## src/hdl/rqs_pkg.sv

```systemverilog
// ----------------------------------------------------------------------------
// Ready queue scheduler package
// Policy and request codes, controller state encoding and the control
// bundle that the queue controller drives into every slot cell.
// ----------------------------------------------------------------------------
package rqs_pkg;

	// Scheduling policies held in the mode register.
	localparam logic [2:0] POL_FCFS = 3'd0;
	localparam logic [2:0] POL_LCFS = 3'd1;
	localparam logic [2:0] POL_SJF  = 3'd2;
	localparam logic [2:0] POL_RR   = 3'd3;
	localparam logic [2:0] POL_PRIO = 3'd4;

	// Request kinds.
	localparam logic [1:0] KIND_INSERT  = 2'd0;
	localparam logic [1:0] KIND_EXPIRED = 2'd1;
	localparam logic [1:0] KIND_TAKE    = 2'd2;

	typedef enum logic [2:0] {
		ST_IDLE   = 3'b001,
		ST_SEARCH = 3'b010,
		ST_FINISH = 3'b100
	} rqs_state_t;

	// Per-cell control: load the incoming entry, shift down from the upper
	// neighbor, plus the policy context that the cell's compare needs.
	typedef struct packed {
		logic       ins_here;
		logic       shift_here;
		logic [2:0] policy;
		logic       act_epoch;
		logic       ins_epoch;
	} cell_ctrl_t;

endpackage

```

## src/hdl/rqs_cell.sv

```systemverilog
// ----------------------------------------------------------------------------
// Ready queue slot cell
// Holds one queue entry, shifts down from its upper neighbor on removal,
// and refines the running candidate that travels up the chain.
// ----------------------------------------------------------------------------
module rqs_cell
	import rqs_pkg::*;
#(
	parameter int ID_BITS   = 10,
	parameter int TIME_BITS = 16,
	parameter int IDX_BITS  = 4
) (
	input  logic                 clk,
	input  logic                 arst_n,
	input  cell_ctrl_t           ctrl,
	input  logic [IDX_BITS-1:0]  my_idx,
	input  logic [ID_BITS-1:0]   ins_id,
	input  logic [TIME_BITS-1:0] ins_rem,
	input  logic [1:0]           ins_lvl,
	input  logic                 nb_valid,
	input  logic [ID_BITS-1:0]   nb_id,
	input  logic [TIME_BITS-1:0] nb_rem,
	input  logic [1:0]           nb_lvl,
	input  logic                 nb_epoch,
	output logic                 slot_valid,
	output logic [ID_BITS-1:0]   slot_id,
	output logic [TIME_BITS-1:0] slot_rem,
	output logic [1:0]           slot_lvl,
	output logic                 slot_epoch,
	input  logic [1+IDX_BITS+ID_BITS+TIME_BITS+2-1:0] cand_a_in,
	input  logic [1+IDX_BITS+ID_BITS+TIME_BITS+2-1:0] cand_b_in,
	output logic [1+IDX_BITS+ID_BITS+TIME_BITS+2-1:0] cand_a_out,
	output logic [1+IDX_BITS+ID_BITS+TIME_BITS+2-1:0] cand_b_out
);

	localparam int CAND_W  = 1 + IDX_BITS + ID_BITS + TIME_BITS + 2;
	localparam int REM_LO  = 2;
	localparam int ID_LO   = REM_LO + TIME_BITS;

	logic                 valid_q;
	logic [ID_BITS-1:0]   id_q;
	logic [TIME_BITS-1:0] rem_q;
	logic [1:0]           lvl_q;
	logic                 epoch_q;
	logic [CAND_W-1:0]    cand_a_q;
	logic [CAND_W-1:0]    cand_b_q;
	logic                 is_prio;
	logic                 elig_a;
	logic                 elig_b;
	logic                 better_a;
	logic                 better_b;
	logic [CAND_W-1:0]    own_cand;

	always_ff @(posedge clk or negedge arst_n) begin
		if (!arst_n) begin
			valid_q <= 1'b0;
		end else if (ctrl.ins_here) begin
			valid_q <= 1'b1;
		end else if (ctrl.shift_here) begin
			valid_q <= nb_valid;
		end
	end

	always_ff @(posedge clk) begin
		if (ctrl.ins_here) begin
			id_q    <= ins_id;
			rem_q   <= ins_rem;
			lvl_q   <= ins_lvl;
			epoch_q <= ctrl.ins_epoch;
		end else if (ctrl.shift_here) begin
			id_q    <= nb_id;
			rem_q   <= nb_rem;
			lvl_q   <= nb_lvl;
			epoch_q <= nb_epoch;
		end
	end

	// Under the priority policy, stream A collects active entries and
	// stream B expired ones; otherwise every valid entry goes to A.
	always_comb begin
		is_prio  = (ctrl.policy == POL_PRIO);
		elig_a   = valid_q && (!is_prio || (epoch_q == ctrl.act_epoch));
		elig_b   = valid_q && is_prio && (epoch_q != ctrl.act_epoch);
		own_cand = {1'b1, my_idx, id_q, rem_q, lvl_q};
		case (ctrl.policy)
			POL_LCFS: better_a = 1'b1;
			POL_SJF:  better_a = !cand_a_in[CAND_W-1] ||
				(rem_q < cand_a_in[ID_LO-1:REM_LO]);
			POL_PRIO: better_a = !cand_a_in[CAND_W-1] || (lvl_q > cand_a_in[1:0]);
			default:  better_a = !cand_a_in[CAND_W-1];
		endcase
		better_b = !cand_b_in[CAND_W-1] || (lvl_q > cand_b_in[1:0]);
	end

	always_ff @(posedge clk or negedge arst_n) begin
		if (!arst_n) begin
			cand_a_q <= '0;
			cand_b_q <= '0;
		end else begin
			cand_a_q <= (elig_a && better_a) ? own_cand : cand_a_in;
			cand_b_q <= (elig_b && better_b) ? own_cand : cand_b_in;
		end
	end

	assign slot_valid = valid_q;
	assign slot_id    = id_q;
	assign slot_rem   = rem_q;
	assign slot_lvl   = lvl_q;
	assign slot_epoch = epoch_q;
	assign cand_a_out = cand_a_q;
	assign cand_b_out = cand_b_q;

endmodule

```

## src/hdl/ready_queue_scheduler.sv

```systemverilog
// ----------------------------------------------------------------------------
// Ready queue scheduler
// A row of slot cells that keeps process entries in insertion order and
// picks the next one under FCFS, LCFS, SJF, round robin or priority levels
// with active and expired sets.
// ----------------------------------------------------------------------------
//
//  channel   direction  handshake              payload
//  request   in         req_valid / req_stall  kind, process_id,
//                                              remaining_time, priority_level
//  response  out        rsp_valid / rsp_stall  success, taken_id,
//                                              taken_remaining, taken_level
//  config    in         cfg_write_en           cfg_write_data (policy mode)
//
//  An insert item, and any item that is not a take, is answered at the edge
//  that accepts it. A take item first sweeps the chain: the candidate
//  travels through one cell per cycle, then the final step delivers the
//  result and shifts the younger entries down. Reset empties the queue,
//  selects FCFS and makes epoch 0 the active set. A stalled response
//  holds the controller in its final step and keeps new items out.
//
module ready_queue_scheduler
	import rqs_pkg::*;
#(
	parameter int QUEUE_DEPTH = 16,
	parameter int ID_BITS     = 10,
	parameter int TIME_BITS   = 16
) (
	input  logic                 clk,
	input  logic                 arst_n,
	// Configuration
	input  logic                 cfg_write_en,
	input  logic [2:0]           cfg_write_data,
	// Request channel
	input  logic                 req_valid,
	output logic                 req_stall,
	input  logic [1:0]           kind,
	input  logic [ID_BITS-1:0]   process_id,
	input  logic [TIME_BITS-1:0] remaining_time,
	input  logic [1:0]           priority_level,
	// Response channel
	output logic                 rsp_valid,
	input  logic                 rsp_stall,
	output logic                 success,
	output logic [ID_BITS-1:0]   taken_id,
	output logic [TIME_BITS-1:0] taken_remaining,
	output logic [1:0]           taken_level
);

	localparam int IDX_W  = $clog2(QUEUE_DEPTH);
	localparam int CNT_W  = $clog2(QUEUE_DEPTH + 1);
	localparam int CAND_W = 1 + IDX_W + ID_BITS + TIME_BITS + 2;
	localparam int REM_LO = 2;
	localparam int ID_LO  = REM_LO + TIME_BITS;
	localparam int IDX_LO = ID_LO + ID_BITS;

	rqs_state_t           state_q;
	logic [2:0]           policy_q;
	logic                 act_epoch_q;
	logic [CNT_W-1:0]     count_q;
	logic [IDX_W-1:0]     sweep_q;

	logic                 rsp_valid_q;
	logic                 success_q;
	logic [ID_BITS-1:0]   taken_id_q;
	logic [TIME_BITS-1:0] taken_rem_q;
	logic [1:0]           taken_lvl_q;

	logic                 out_free;
	logic                 req_fire;
	logic                 is_prio;
	logic                 ins_ok;
	logic                 ins_fire;
	logic                 finish_fire;
	logic                 rsp_load;
	logic                 a_found;
	logic                 b_found;
	logic                 use_b;
	logic                 take_ok;
	logic                 rem_fire;
	logic                 flip_epoch;
	logic [CAND_W-1:0]    pick;
	logic [IDX_W-1:0]     pick_idx;

	cell_ctrl_t           cell_ctrl [QUEUE_DEPTH];
	logic                 valid_vec [QUEUE_DEPTH+1];
	logic [ID_BITS-1:0]   id_vec    [QUEUE_DEPTH+1];
	logic [TIME_BITS-1:0] rem_vec   [QUEUE_DEPTH+1];
	logic [1:0]           lvl_vec   [QUEUE_DEPTH+1];
	logic                 epoch_vec [QUEUE_DEPTH+1];
	logic [CAND_W-1:0]    cand_a    [QUEUE_DEPTH+1];
	logic [CAND_W-1:0]    cand_b    [QUEUE_DEPTH+1];
	logic [QUEUE_DEPTH-1:0] valid_bits;

	// ------------------------------------------------------------------
	// Handshake. The response register is free when it is empty or being
	// taken in this cycle; only then can a new result be written.
	// ------------------------------------------------------------------
	assign out_free  = !rsp_valid_q || !rsp_stall;
	assign req_stall = !((state_q == ST_IDLE) && out_free);
	assign req_fire  = req_valid && !req_stall;
	assign is_prio   = (policy_q == POL_PRIO);

	// An expired-set insert only counts under the priority policy, and a
	// full queue turns every insert away.
	assign ins_ok = ((kind == KIND_INSERT) || ((kind == KIND_EXPIRED) && is_prio)) &&
		(count_q != CNT_W'(QUEUE_DEPTH));
	assign ins_fire = req_fire && ins_ok;

	// ------------------------------------------------------------------
	// Result of a take. The chain ends hold the winner among active entries
	// (or all entries outside the priority policy) and the winner among
	// expired ones. Under the priority policy, with no active entry left, the
	// sets swap, which happens even when the queue is empty.
	// ------------------------------------------------------------------
	assign finish_fire = (state_q == ST_FINISH) && out_free;
	assign a_found     = cand_a[QUEUE_DEPTH][CAND_W-1];
	assign b_found     = cand_b[QUEUE_DEPTH][CAND_W-1];
	assign use_b       = is_prio && !a_found && b_found;
	assign take_ok     = a_found || use_b;
	assign pick        = use_b ? cand_b[QUEUE_DEPTH] : cand_a[QUEUE_DEPTH];
	assign pick_idx    = pick[IDX_LO+IDX_W-1:IDX_LO];
	assign rem_fire    = finish_fire && take_ok;
	assign flip_epoch  = finish_fire && is_prio && !a_found;

	// A new result is written either for an item that is not a take, at
	// the edge that accepts it, or at the final step of a take.
	assign rsp_load = (req_fire && (kind != KIND_TAKE)) || finish_fire;

	// ------------------------------------------------------------------
	// Controller
	// ------------------------------------------------------------------
	always_ff @(posedge clk or negedge arst_n) begin
		if (!arst_n) begin
			state_q     <= ST_IDLE;
			policy_q    <= POL_FCFS;
			act_epoch_q <= 1'b0;
			count_q     <= '0;
			sweep_q     <= '0;
			rsp_valid_q <= 1'b0;
		end else begin
			if (cfg_write_en) begin
				policy_q <= cfg_write_data;
			end
			if (rsp_load) begin
				rsp_valid_q <= 1'b1;
			end else if (!rsp_stall) begin
				rsp_valid_q <= 1'b0;
			end
			case (state_q)
				ST_IDLE: begin
					if (req_fire) begin
						if (kind == KIND_TAKE) begin
							state_q <= ST_SEARCH;
							sweep_q <= '0;
						end else if (ins_ok) begin
							count_q <= count_q + CNT_W'(1);
						end
					end
				end
				ST_SEARCH: begin
					// The candidate moves up one cell per cycle until it reaches the end.
					if (sweep_q == IDX_W'(QUEUE_DEPTH - 1)) begin
						state_q <= ST_FINISH;
					end else begin
						sweep_q <= sweep_q + IDX_W'(1);
					end
				end
				ST_FINISH: begin
					if (out_free) begin
						state_q <= ST_IDLE;
						if (take_ok) begin
							count_q <= count_q - CNT_W'(1);
						end
						if (flip_epoch) begin
							act_epoch_q <= !act_epoch_q;
						end
					end
				end
				default: begin
					state_q <= ST_IDLE;
				end
			endcase
		end
	end

	// Response payload.
	always_ff @(posedge clk) begin
		if (req_fire && (kind != KIND_TAKE)) begin
			success_q   <= ins_ok;
			taken_id_q  <= '0;
			taken_rem_q <= '0;
			taken_lvl_q <= '0;
		end else if (finish_fire) begin
			success_q   <= take_ok;
			taken_id_q  <= take_ok ? pick[IDX_LO-1:ID_LO] : '0;
			taken_rem_q <= take_ok ? pick[ID_LO-1:REM_LO] : '0;
			taken_lvl_q <= take_ok ? pick[1:0] : '0;
		end
	end

	assign rsp_valid       = rsp_valid_q;
	assign success         = success_q;
	assign taken_id        = taken_id_q;
	assign taken_remaining = taken_rem_q;
	assign taken_level     = taken_lvl_q;

	// ------------------------------------------------------------------
	// Cell chain. Slot 0 holds the oldest entry. New entries land at the
	// fill count; on removal every cell at or above the picked slot copies
	// its upper neighbor, and the top cell sees an empty neighbor.
	// Candidates enter empty at slot 0 and move up one cell per cycle.
	// ------------------------------------------------------------------
	assign valid_vec[QUEUE_DEPTH] = 1'b0;
	assign id_vec[QUEUE_DEPTH]    = '0;
	assign rem_vec[QUEUE_DEPTH]   = '0;
	assign lvl_vec[QUEUE_DEPTH]   = '0;
	assign epoch_vec[QUEUE_DEPTH] = 1'b0;
	assign cand_a[0]              = '0;
	assign cand_b[0]              = '0;

	for (genvar g = 0; g < QUEUE_DEPTH; g++) begin : g_cell
		assign cell_ctrl[g].ins_here   = ins_fire && (count_q == CNT_W'(g));
		assign cell_ctrl[g].shift_here = rem_fire && (IDX_W'(g) >= pick_idx);
		assign cell_ctrl[g].policy     = policy_q;
		assign cell_ctrl[g].act_epoch  = act_epoch_q;
		assign cell_ctrl[g].ins_epoch  = (kind == KIND_INSERT) ? act_epoch_q : !act_epoch_q;
		assign valid_bits[g]           = valid_vec[g];

		rqs_cell #(
			.ID_BITS   (ID_BITS),
			.TIME_BITS (TIME_BITS),
			.IDX_BITS  (IDX_W)
		) u_cell (
			.clk        (clk),
			.arst_n     (arst_n),
			.ctrl       (cell_ctrl[g]),
			.my_idx     (IDX_W'(g)),
			.ins_id     (process_id),
			.ins_rem    (remaining_time),
			.ins_lvl    (priority_level),
			.nb_valid   (valid_vec[g+1]),
			.nb_id      (id_vec[g+1]),
			.nb_rem     (rem_vec[g+1]),
			.nb_lvl     (lvl_vec[g+1]),
			.nb_epoch   (epoch_vec[g+1]),
			.slot_valid (valid_vec[g]),
			.slot_id    (id_vec[g]),
			.slot_rem   (rem_vec[g]),
			.slot_lvl   (lvl_vec[g]),
			.slot_epoch (epoch_vec[g]),
			.cand_a_in  (cand_a[g]),
			.cand_b_in  (cand_b[g]),
			.cand_a_out (cand_a[g+1]),
			.cand_b_out (cand_b[g+1])
		);
	end

	// ------------------------------------------------------------------
	// Assertions
	// ------------------------------------------------------------------
	// The fill count always matches the number of occupied slots.
	a_count_matches: assert property (@(posedge clk) disable iff (!arst_n)
		$countones(valid_bits) == count_q)
		else $error("fill count does not match occupied slots");

	// The fill count never passes the queue depth.
	a_count_bound: assert property (@(posedge clk) disable iff (!arst_n)
		count_q <= CNT_W'(QUEUE_DEPTH))
		else $error("fill count above queue depth");

	// A winning candidate always names an occupied slot.
	a_pick_valid: assert property (@(posedge clk) disable iff (!arst_n)
		rem_fire |-> valid_bits[pick_idx])
		else $error("picked slot is empty");

	// No item is taken in while a take is being worked on.
	a_busy_stall: assert property (@(posedge clk) disable iff (!arst_n)
		(state_q == ST_SEARCH || state_q == ST_FINISH) |-> req_stall)
		else $error("request accepted during a take");

endmodule

```

## config.mk

```make
export PLATFORM = sky130hd
export DESIGN_NAME = ready_queue_scheduler
export DESIGN_NICKNAME = d
export VERILOG_FILES = /design/src/hdl/rqs_pkg.sv /design/src/hdl/rqs_cell.sv /design/src/hdl/ready_queue_scheduler.sv
export SDC_FILE = /design/constraint.sdc
export NUM_CORES = 2
export LEC_CHECK = 0
export BUFFER_PORTS_ARGS = -buffer_cell sky130_fd_sc_hd__clkbuf_2
export CAP_MARGIN = 20
export CORE_MARGIN = 3
export CORE_UTILIZATION = 40
export DETAILED_ROUTE_END_ITERATION = 6
export PLACE_DENSITY = 0.66
export SLEW_MARGIN = 30
export SYNTH_ARGS = -nofsm -noshare
export SYNTH_HDL_FRONTEND = slang
export SYNTH_SLANG_ARGS = --single-unit
```

## constraint.sdc

```tcl
create_clock -name clk -period 3.01 [get_ports clk]
set_input_delay 0.1505 -clock clk [delete_from_list [all_inputs] [get_ports clk]]
set_output_delay 0.1505 -clock clk [all_outputs]
set_load 0.005 [all_outputs]
```

Yosys cells after proc, flatten, opt, wreduce, memory -nomap -nowiden
Cells that the tools add are included.
{"block": "totals", "output_inout_bits": 31, "word_cells": 731, "in_bits": 38, "reg_bits": 1582}
{"block": "op_classes", "n_mux": 230, "n_reduce_logical": 248, "n_addsub": 3, "eq_ne": 67, "n_lt_le_gt_ge": 61}
{"op": "33-bit 2-to-1 mux", "count": 32}
{"op": "16-bit 2-to-1 mux", "count": 33}
{"op": "10-bit 2-to-1 mux", "count": 33}
{"op": "16-bit less-than comparator", "count": 15}
{"op": "1-bit logical AND", "count": 122}
{"op": "1-bit 2-to-1 mux", "count": 68}
{"op": "2-bit 2-to-1 mux", "count": 33}
{"op": "1-bit logical OR", "count": 65}
{"op": "2-bit > comparator", "count": 30}
{"op": "1-bit case mux with 3 select lines", "count": 15}
{"op": "5-bit by 4-bit == test with 1-bit output, second input constant", "count": 8}
{"op": "2-bit nonzero test", "count": 19}
{"op": "1-bit logical NOT", "count": 36}
{"op": "4-bit greater-or-equal comparator, first input constant", "count": 8}
{"op": "32-bit 2-to-1 mux", "count": 1}
{"op": "5-bit 2-to-1 mux", "count": 5}
{"op": "5-bit by 3-bit == test with 1-bit output, second input constant", "count": 4}
{"op": "1-bit == test", "count": 16}
{"op": "3-bit by 4-bit greater-or-equal comparator with 1-bit output, first input constant", "count": 4}
{"op": "1-bit inequality test", "count": 16}
{"op": "2-bit inequality test, second input constant", "count": 8}
{"op": "3-bit 2-to-1 mux", "count": 4}
{"op": "4-bit 2-to-1 mux", "count": 3}
{"op": "5-bit by 2-bit == test with 1-bit output, second input constant", "count": 2}
{"op": "other kinds (22)", "count": 29}

Logic depth before layout (Yosys ltp)
{"block": "logic_depth", "ltp_word": 8, "depth_mapped": 10, "mapped_depth_nobuf": 8}

Hierarchy
Synthesis repeated with hierarchy kept, for this count alone.
{"block": "unflattened", "hier_cells": 5470, "area_unflattened_um2": 74752.9}
{"module": "rqs_cell (g_cell[0].u_cell ...)", "instances": 12, "area_each_um2": 4280.4, "cells_each": 281}
{"module": "rqs_cell (g_cell[6].u_cell ...)", "instances": 4, "area_each_um2": 5158.7, "cells_each": 457}
{"module": "ready_queue_scheduler", "instances": 1, "area_each_um2": 2753.9, "cells_each": 270}

Least setup slack after synthesis
OpenSTA, ideal clock, no wires.
{"block": "synth_timing", "path_kind": "register -> register", "startpoint": "reg policy_q[1]", "endpoint": "reg g_cell[10].u_cell.epoch_q (enable)", "stages_incl_launch_ff": 7, "required_ns": 2.620, "period_less_slack_ns": 3.130, "arrival_ns": 2.739, "path_slack_ns": -0.120, "path_cell_list": "dfrtp_1 -> or3b_1 -> buf_2 -> nor3b_4 -> mux2i_1 -> a31oi_1 -> nand2b_1"}
{"block": "synth_via", "elab_chain_cells": 7, "word_cells_on_any_way": 14, "classes_between": "1 x order compare; 1 x eq/ne; 1 x mux; 11 x reduce/logical"}
{"element": "start, declared", "line_no": "ready_queue_scheduler.sv:58", "text": "logic [2:0] policy_q;"}
{"element": "start signal, assigned", "line_no": "ready_queue_scheduler.sv:143", "text": "policy_q <= cfg_write_data;"}
{"element": "3-bit == test *", "line_no": "ready_queue_scheduler.sv:102", "text": "assign is_prio = (policy_q == POL_PRIO);"}
{"element": "1-bit logical AND, on equally long branches", "line_no": "ready_queue_scheduler.sv:119, ready_queue_scheduler.sv:106"}
{"element": "1-bit logical AND / 1-bit logical OR (equally long branches)", "line_no": "ready_queue_scheduler.sv:119, ready_queue_scheduler.sv:106"}
{"element": "32-bit 2-to-1 mux (tied with other cells)", "line_no": "ready_queue_scheduler.sv:121", "text": "assign pick = use_b ? cand_b[QUEUE_DEPTH] : cand_a[QUEUE_DEPTH];"}
{"element": "4-bit greater-or-equal comparator (tied with other cells)", "line_no": "ready_queue_scheduler.sv:224", "text": "assign cell_ctrl[g].shift_here = rem_fire && (IDX_W'(g) >= pick_idx);"}
{"element": "1-bit logical AND, on equally long branches", "line_no": "ready_queue_scheduler.sv:224, ready_queue_scheduler.sv:223"}
{"element": "2-bit nonzero test (no source line) *"}
{"element": "end signal, assigned", "line_no": "rqs_cell.sv:69", "text": "epoch_q <= ctrl.ins_epoch;"}
{"element": "end signal, assigned", "line_no": "rqs_cell.sv:74", "text": "epoch_q <= nb_epoch;"}
{"element": "end, declared", "line_no": "rqs_cell.sv:44", "text": "logic epoch_q;"}
Mark *: on every way between the ends. The rest lies on a longest branch, timed or not.
A chain may end at the register's enable or synchronous reset.

Final worst setup path
{"block": "layout_timing", "startpoint": "reg policy_q[1]", "endpoint": "reg g_cell[14].u_cell.rem_q[1] (enable)"}
{"block": "layout_via", "elab_chain_cells": 7, "word_cells_on_any_way": 14, "classes_between": "1 x order compare; 1 x eq/ne; 1 x mux; 11 x reduce/logical"}
{"element": "3-bit == test *", "line_no": "ready_queue_scheduler.sv:102"}
{"element": "1-bit logical AND, on equally long branches", "line_no": "ready_queue_scheduler.sv:119, ready_queue_scheduler.sv:106"}
{"element": "1-bit logical AND / 1-bit logical OR (equally long branches)", "line_no": "ready_queue_scheduler.sv:119, ready_queue_scheduler.sv:106"}
{"element": "32-bit 2-to-1 mux (tied with other cells)", "line_no": "ready_queue_scheduler.sv:121"}
{"element": "4-bit greater-or-equal comparator (tied with other cells)", "line_no": "ready_queue_scheduler.sv:224"}
{"element": "1-bit logical AND, on equally long branches", "line_no": "ready_queue_scheduler.sv:224, ready_queue_scheduler.sv:223"}
{"element": "2-bit nonzero test (no source line) *"}
{"element": "end signal, assigned", "line_no": "rqs_cell.sv:67", "text": "rem_q <= ins_rem;"}
{"element": "end signal, assigned", "line_no": "rqs_cell.sv:72", "text": "rem_q <= nb_rem;"}
{"element": "end, declared", "line_no": "rqs_cell.sv:42", "text": "logic [TIME_BITS-1:0] rem_q;"}
Marks and branches as above.

==> summary.txt <==
Status
  – Status: completed

Power
  – IR drop worst, VDD: 561 uV
  – NetSw: 0.0154 W
  – Sequential power share: 0.470
  – Internal power: 0.0431 W
  – Clk network pwr share: 0.342
  – PwrDens: 755 mW/mm2
  – Switch share: 0.264
  – Static leakage: 34.4 nW
  – Comb power frac: 0.188
  – Overall Power: 0.0586 W

Clock network
  – Clk pin slew, worst setup/hold paths: 0.06 ns
  – H-tree levels: 4
  – CTS tree: done
  – CTS Buffer Depth: 3
  – # clock sinks: 1552
  – Num CTS Buffers: 156
  – Root Buffer: clkbuf_16
  – Clk Latency, worst-skew pair: 0.79 ns

Yosys
  – Syn nets: 4970
  – Cells after Synth: 4640
  – Cell variety after synth: 64
  – Synth warnings: 0
  – Sequential fraction of the synthesis area: 0.606
  – Yosys reg bits: 1552
  – Mean post-synth cell area: 14.6 um2
  – Cell taking the most area after synthesis: dfrtp_1
  – Top cell type's share of synthesized area: 0.391
  – Top_reg_cell synth: dfrtp_1
  – Ranking of synthesized cells by area: dfrtp_1, edfxtp_1, mux2_2
  – EDFF count, synth: 465
  – Fraction of registers with async set/reset: 0.682
  – Netlist Area Pre-Place: 0.0676 mm2

Timing
  – Max-Slew Margin vs Limit: 0.459
  – Slew Viols, Final: 0
  – Fin crit share: 0.971
  – Setup violations, final: 0
  – RSZ-0062 raised after global routing: false
  – F_max: 342 MHz
  – Skew final: 0.0244 ns
  – PnR worst setup slack: 0.0860 ns
  – Final Hold Viols: 0
  – Hold Slack: 0.0295 ns
  – Slew at the pin closest to its max-slew limit: 0.811 ns
  – Setup TNS: 0 ns
  – Minimum clock period after layout: 2.92 ns

Route
  – Via count: 36000
  – Pre-antenna DRT Iters: 5
  – Vias per cell: 5.01
  – WL final: 145 mm
  – ANT nets after route: 0
  – Avg WL per Cell: 20.2 um
  – DRC: 0
  – Initial DRC Count: 1965

Die
  – DIE AREA: 0.174 mm2
  – Std-Cell Rows: 150
  – Initial core utilization: 0.404
  – Die extent in x: 417 um
  – Die H: 417 um
  – Core ar.: 0.168 mm2
  – # IOs: 69

Final layout
  – Commonest non-fill, non-tap cell in the layout: mux2_2
  – Area Overhead vs Synth: 14.6%
  – Final Instance Count excl. Fillers: 7184
  – Multi-input logic area: 0.0247 mm2
  – Commonest non-fill, non-tap cells in the layout: mux2_2, dfrtp_1, edfxtp_1, inv_1, ha_1
  – Nets: 5172
  – Layout cells sized above 1: 0.371
  – Fillcell total: 14500
  – Register area: 0.0410 mm2

Placed design
  – DP Wirelength: 99.6 mm
  – Cell count after placement: 6874
  – GPL Wtd Cong: 0.817
  – Port Buffers: 68
  – Setup slack at placement: 0.0823 ns

GRT
  – Initial antenna violation count: 5
  – Global-route usage over all layers: 0.171
  – Pin count of the biggest net entering global routing: 97
  – Vias in the first global route: 39100
  – Global-route wire length before repair: 236 mm
  – Gr ovfl total: 0

Critical path
  – Critical path fanouts, max: 29
  – CP Data Required Time: 3.53 ns
  – Crit path launch type: register
  – CP endpoint kind: register
  – Worst EP arrival: 3.44 ns
  – Critical path class: register to register

Flow run
  – Max cap viols: 0

Min path
  – Class of the worst hold path: primary input to async pin
timing repair:
action / CTS / global route
endpoints found under the hold margin: 377 / 0
hold buffers: 12 / 0
buffers inserted: 0 / 2
resized for setup: 0 / 3
endpoints found under the setup margin: 0 / 158
worst max-delay path: stages, from the launching register on:
cell     delay, ns
dfrtp_1       0.37
or3b_2        0.56
buf_4         0.20
nor3b_4       0.15
buf_4         0.18
mux2_2        0.44
a21oi_1       0.38
nand2_1       0.16
buf_12        0.20
synthesized netlist by cell type (all sizes together), types with 4 or more instances:
master	number
mux2	1266
dfrtp	1058
edfxtp	465
inv	307
ha	292
nand2	144
buf	135
o21ai	130
a21oi	127
and2	101
clkbuf	65
nor2	63
or2	60
nand2b	52
nand4	45
nor2b	42
mux2i	39
nand3	37
a211oi	30
a211o	28
dfxtp	28
xnor2	19
a21o	17
a31oi	13
nor3	10
and4	9
o221ai	8
and3	5
o32ai	5
a41oi	4
nor3b	4
nor4	4
or3b	4
xor2	4
path summary, 6_finish.rpt:
path	from	to	slack (ns)	depth (start not counted)
worst max-delay path	policy_q[1]	g_cell[14].u_cell.slot_rem[1]	0.09	8
worst min-delay path	arst_n	g_cell[15].u_cell.cand_a_out[25]	0.03	2
worst max register to register	policy_q[1]	g_cell[14].u_cell.slot_rem[1]	0.09	8
worst min register to register	g_cell[6].u_cell.cand_b_out[30]	g_cell[7].u_cell.cand_b_out[30]	0.43	1
max in group asynchronous	arst_n	g_cell[5].u_cell.cand_a_out[4]	1.83	4
min in group clk	process_id[2]	g_cell[15].u_cell.slot_id[2]	0.09	2
layout make-up:
type,count,area share
Antenna cell,2,0.0000645
Clock buffer,236,0.0608
Clock inverter,58,0.00765
Inverter,307,0.0149
Multi-Input combinational cell,2581,0.319
Sequential cell,1552,0.529
Tap cell,2204,0.0356
Timing Repair Buffer,244,0.0328
state kept, by name, summed over array words and instances (netlist names), 4 cells and up:
signal                    flops
count_q                       5
g_cell.u_cell.cand_a_out    513
g_cell.u_cell.cand_b_out    513
g_cell.u_cell.slot_epoch     16
g_cell.u_cell.slot_id       160
g_cell.u_cell.slot_lvl       32
g_cell.u_cell.slot_rem      256
g_cell.u_cell.slot_valid     16
sweep_q                       4
taken_id                     10
taken_remaining              16
cell families after synthesis:
group | Yosys count | share of synthesized area
flip-flops | 1552 | 0.606
XOR/XNOR | 23 | 0.00298
AND/OR/NAND/NOR | 589 | 0.0475
AO/OA/AOI/OAI | 372 | 0.0337
multiplexers | 1305 | 0.223
buffers and inverters | 507 | 0.0327
adder cells (fa/ha/maj) | 292 | 0.0540
metal layers:
layer / track usage / up-vias / part of all wire
met5: 0 / - / 0
met3: 0.0261 / 199 / 0.035
li1: - / 16900 / -
met2: 0.263 / 498 / 0.45
met1: 0.252 / 18400 / 0.49
met4: 0.0453 / 0 / 0.019
per-stage QoR:
| stage | instance area (um2) | util |
|---|---|---|
| after floorplan | 67700 | - |
| after global placement | 72100 | 0.430 |
| after detailed placement | 72100 | 0.430 |
| after CTS | 77500 | 0.462 |
| after global routing | 77500 | 0.463 |
| final | 77500 | 0.463 |
power by group through the flow:
stage | registers [W] | logic, W | clock network [W]
finish | 0.0275 | 0.0110 | 0.0200
global route | 0.0280 | 0.0124 | 0.0213
CTS | 0.0275 | 0.0112 | 0.0205
detailed placement | 0.0279 | 0.0110 | 0
global placement | 0.0279 | 0.0107 | 0
floorplan | 0.0270 | 0.00799 | 0
Note: power is estimated with default switching activity, not from simulation.
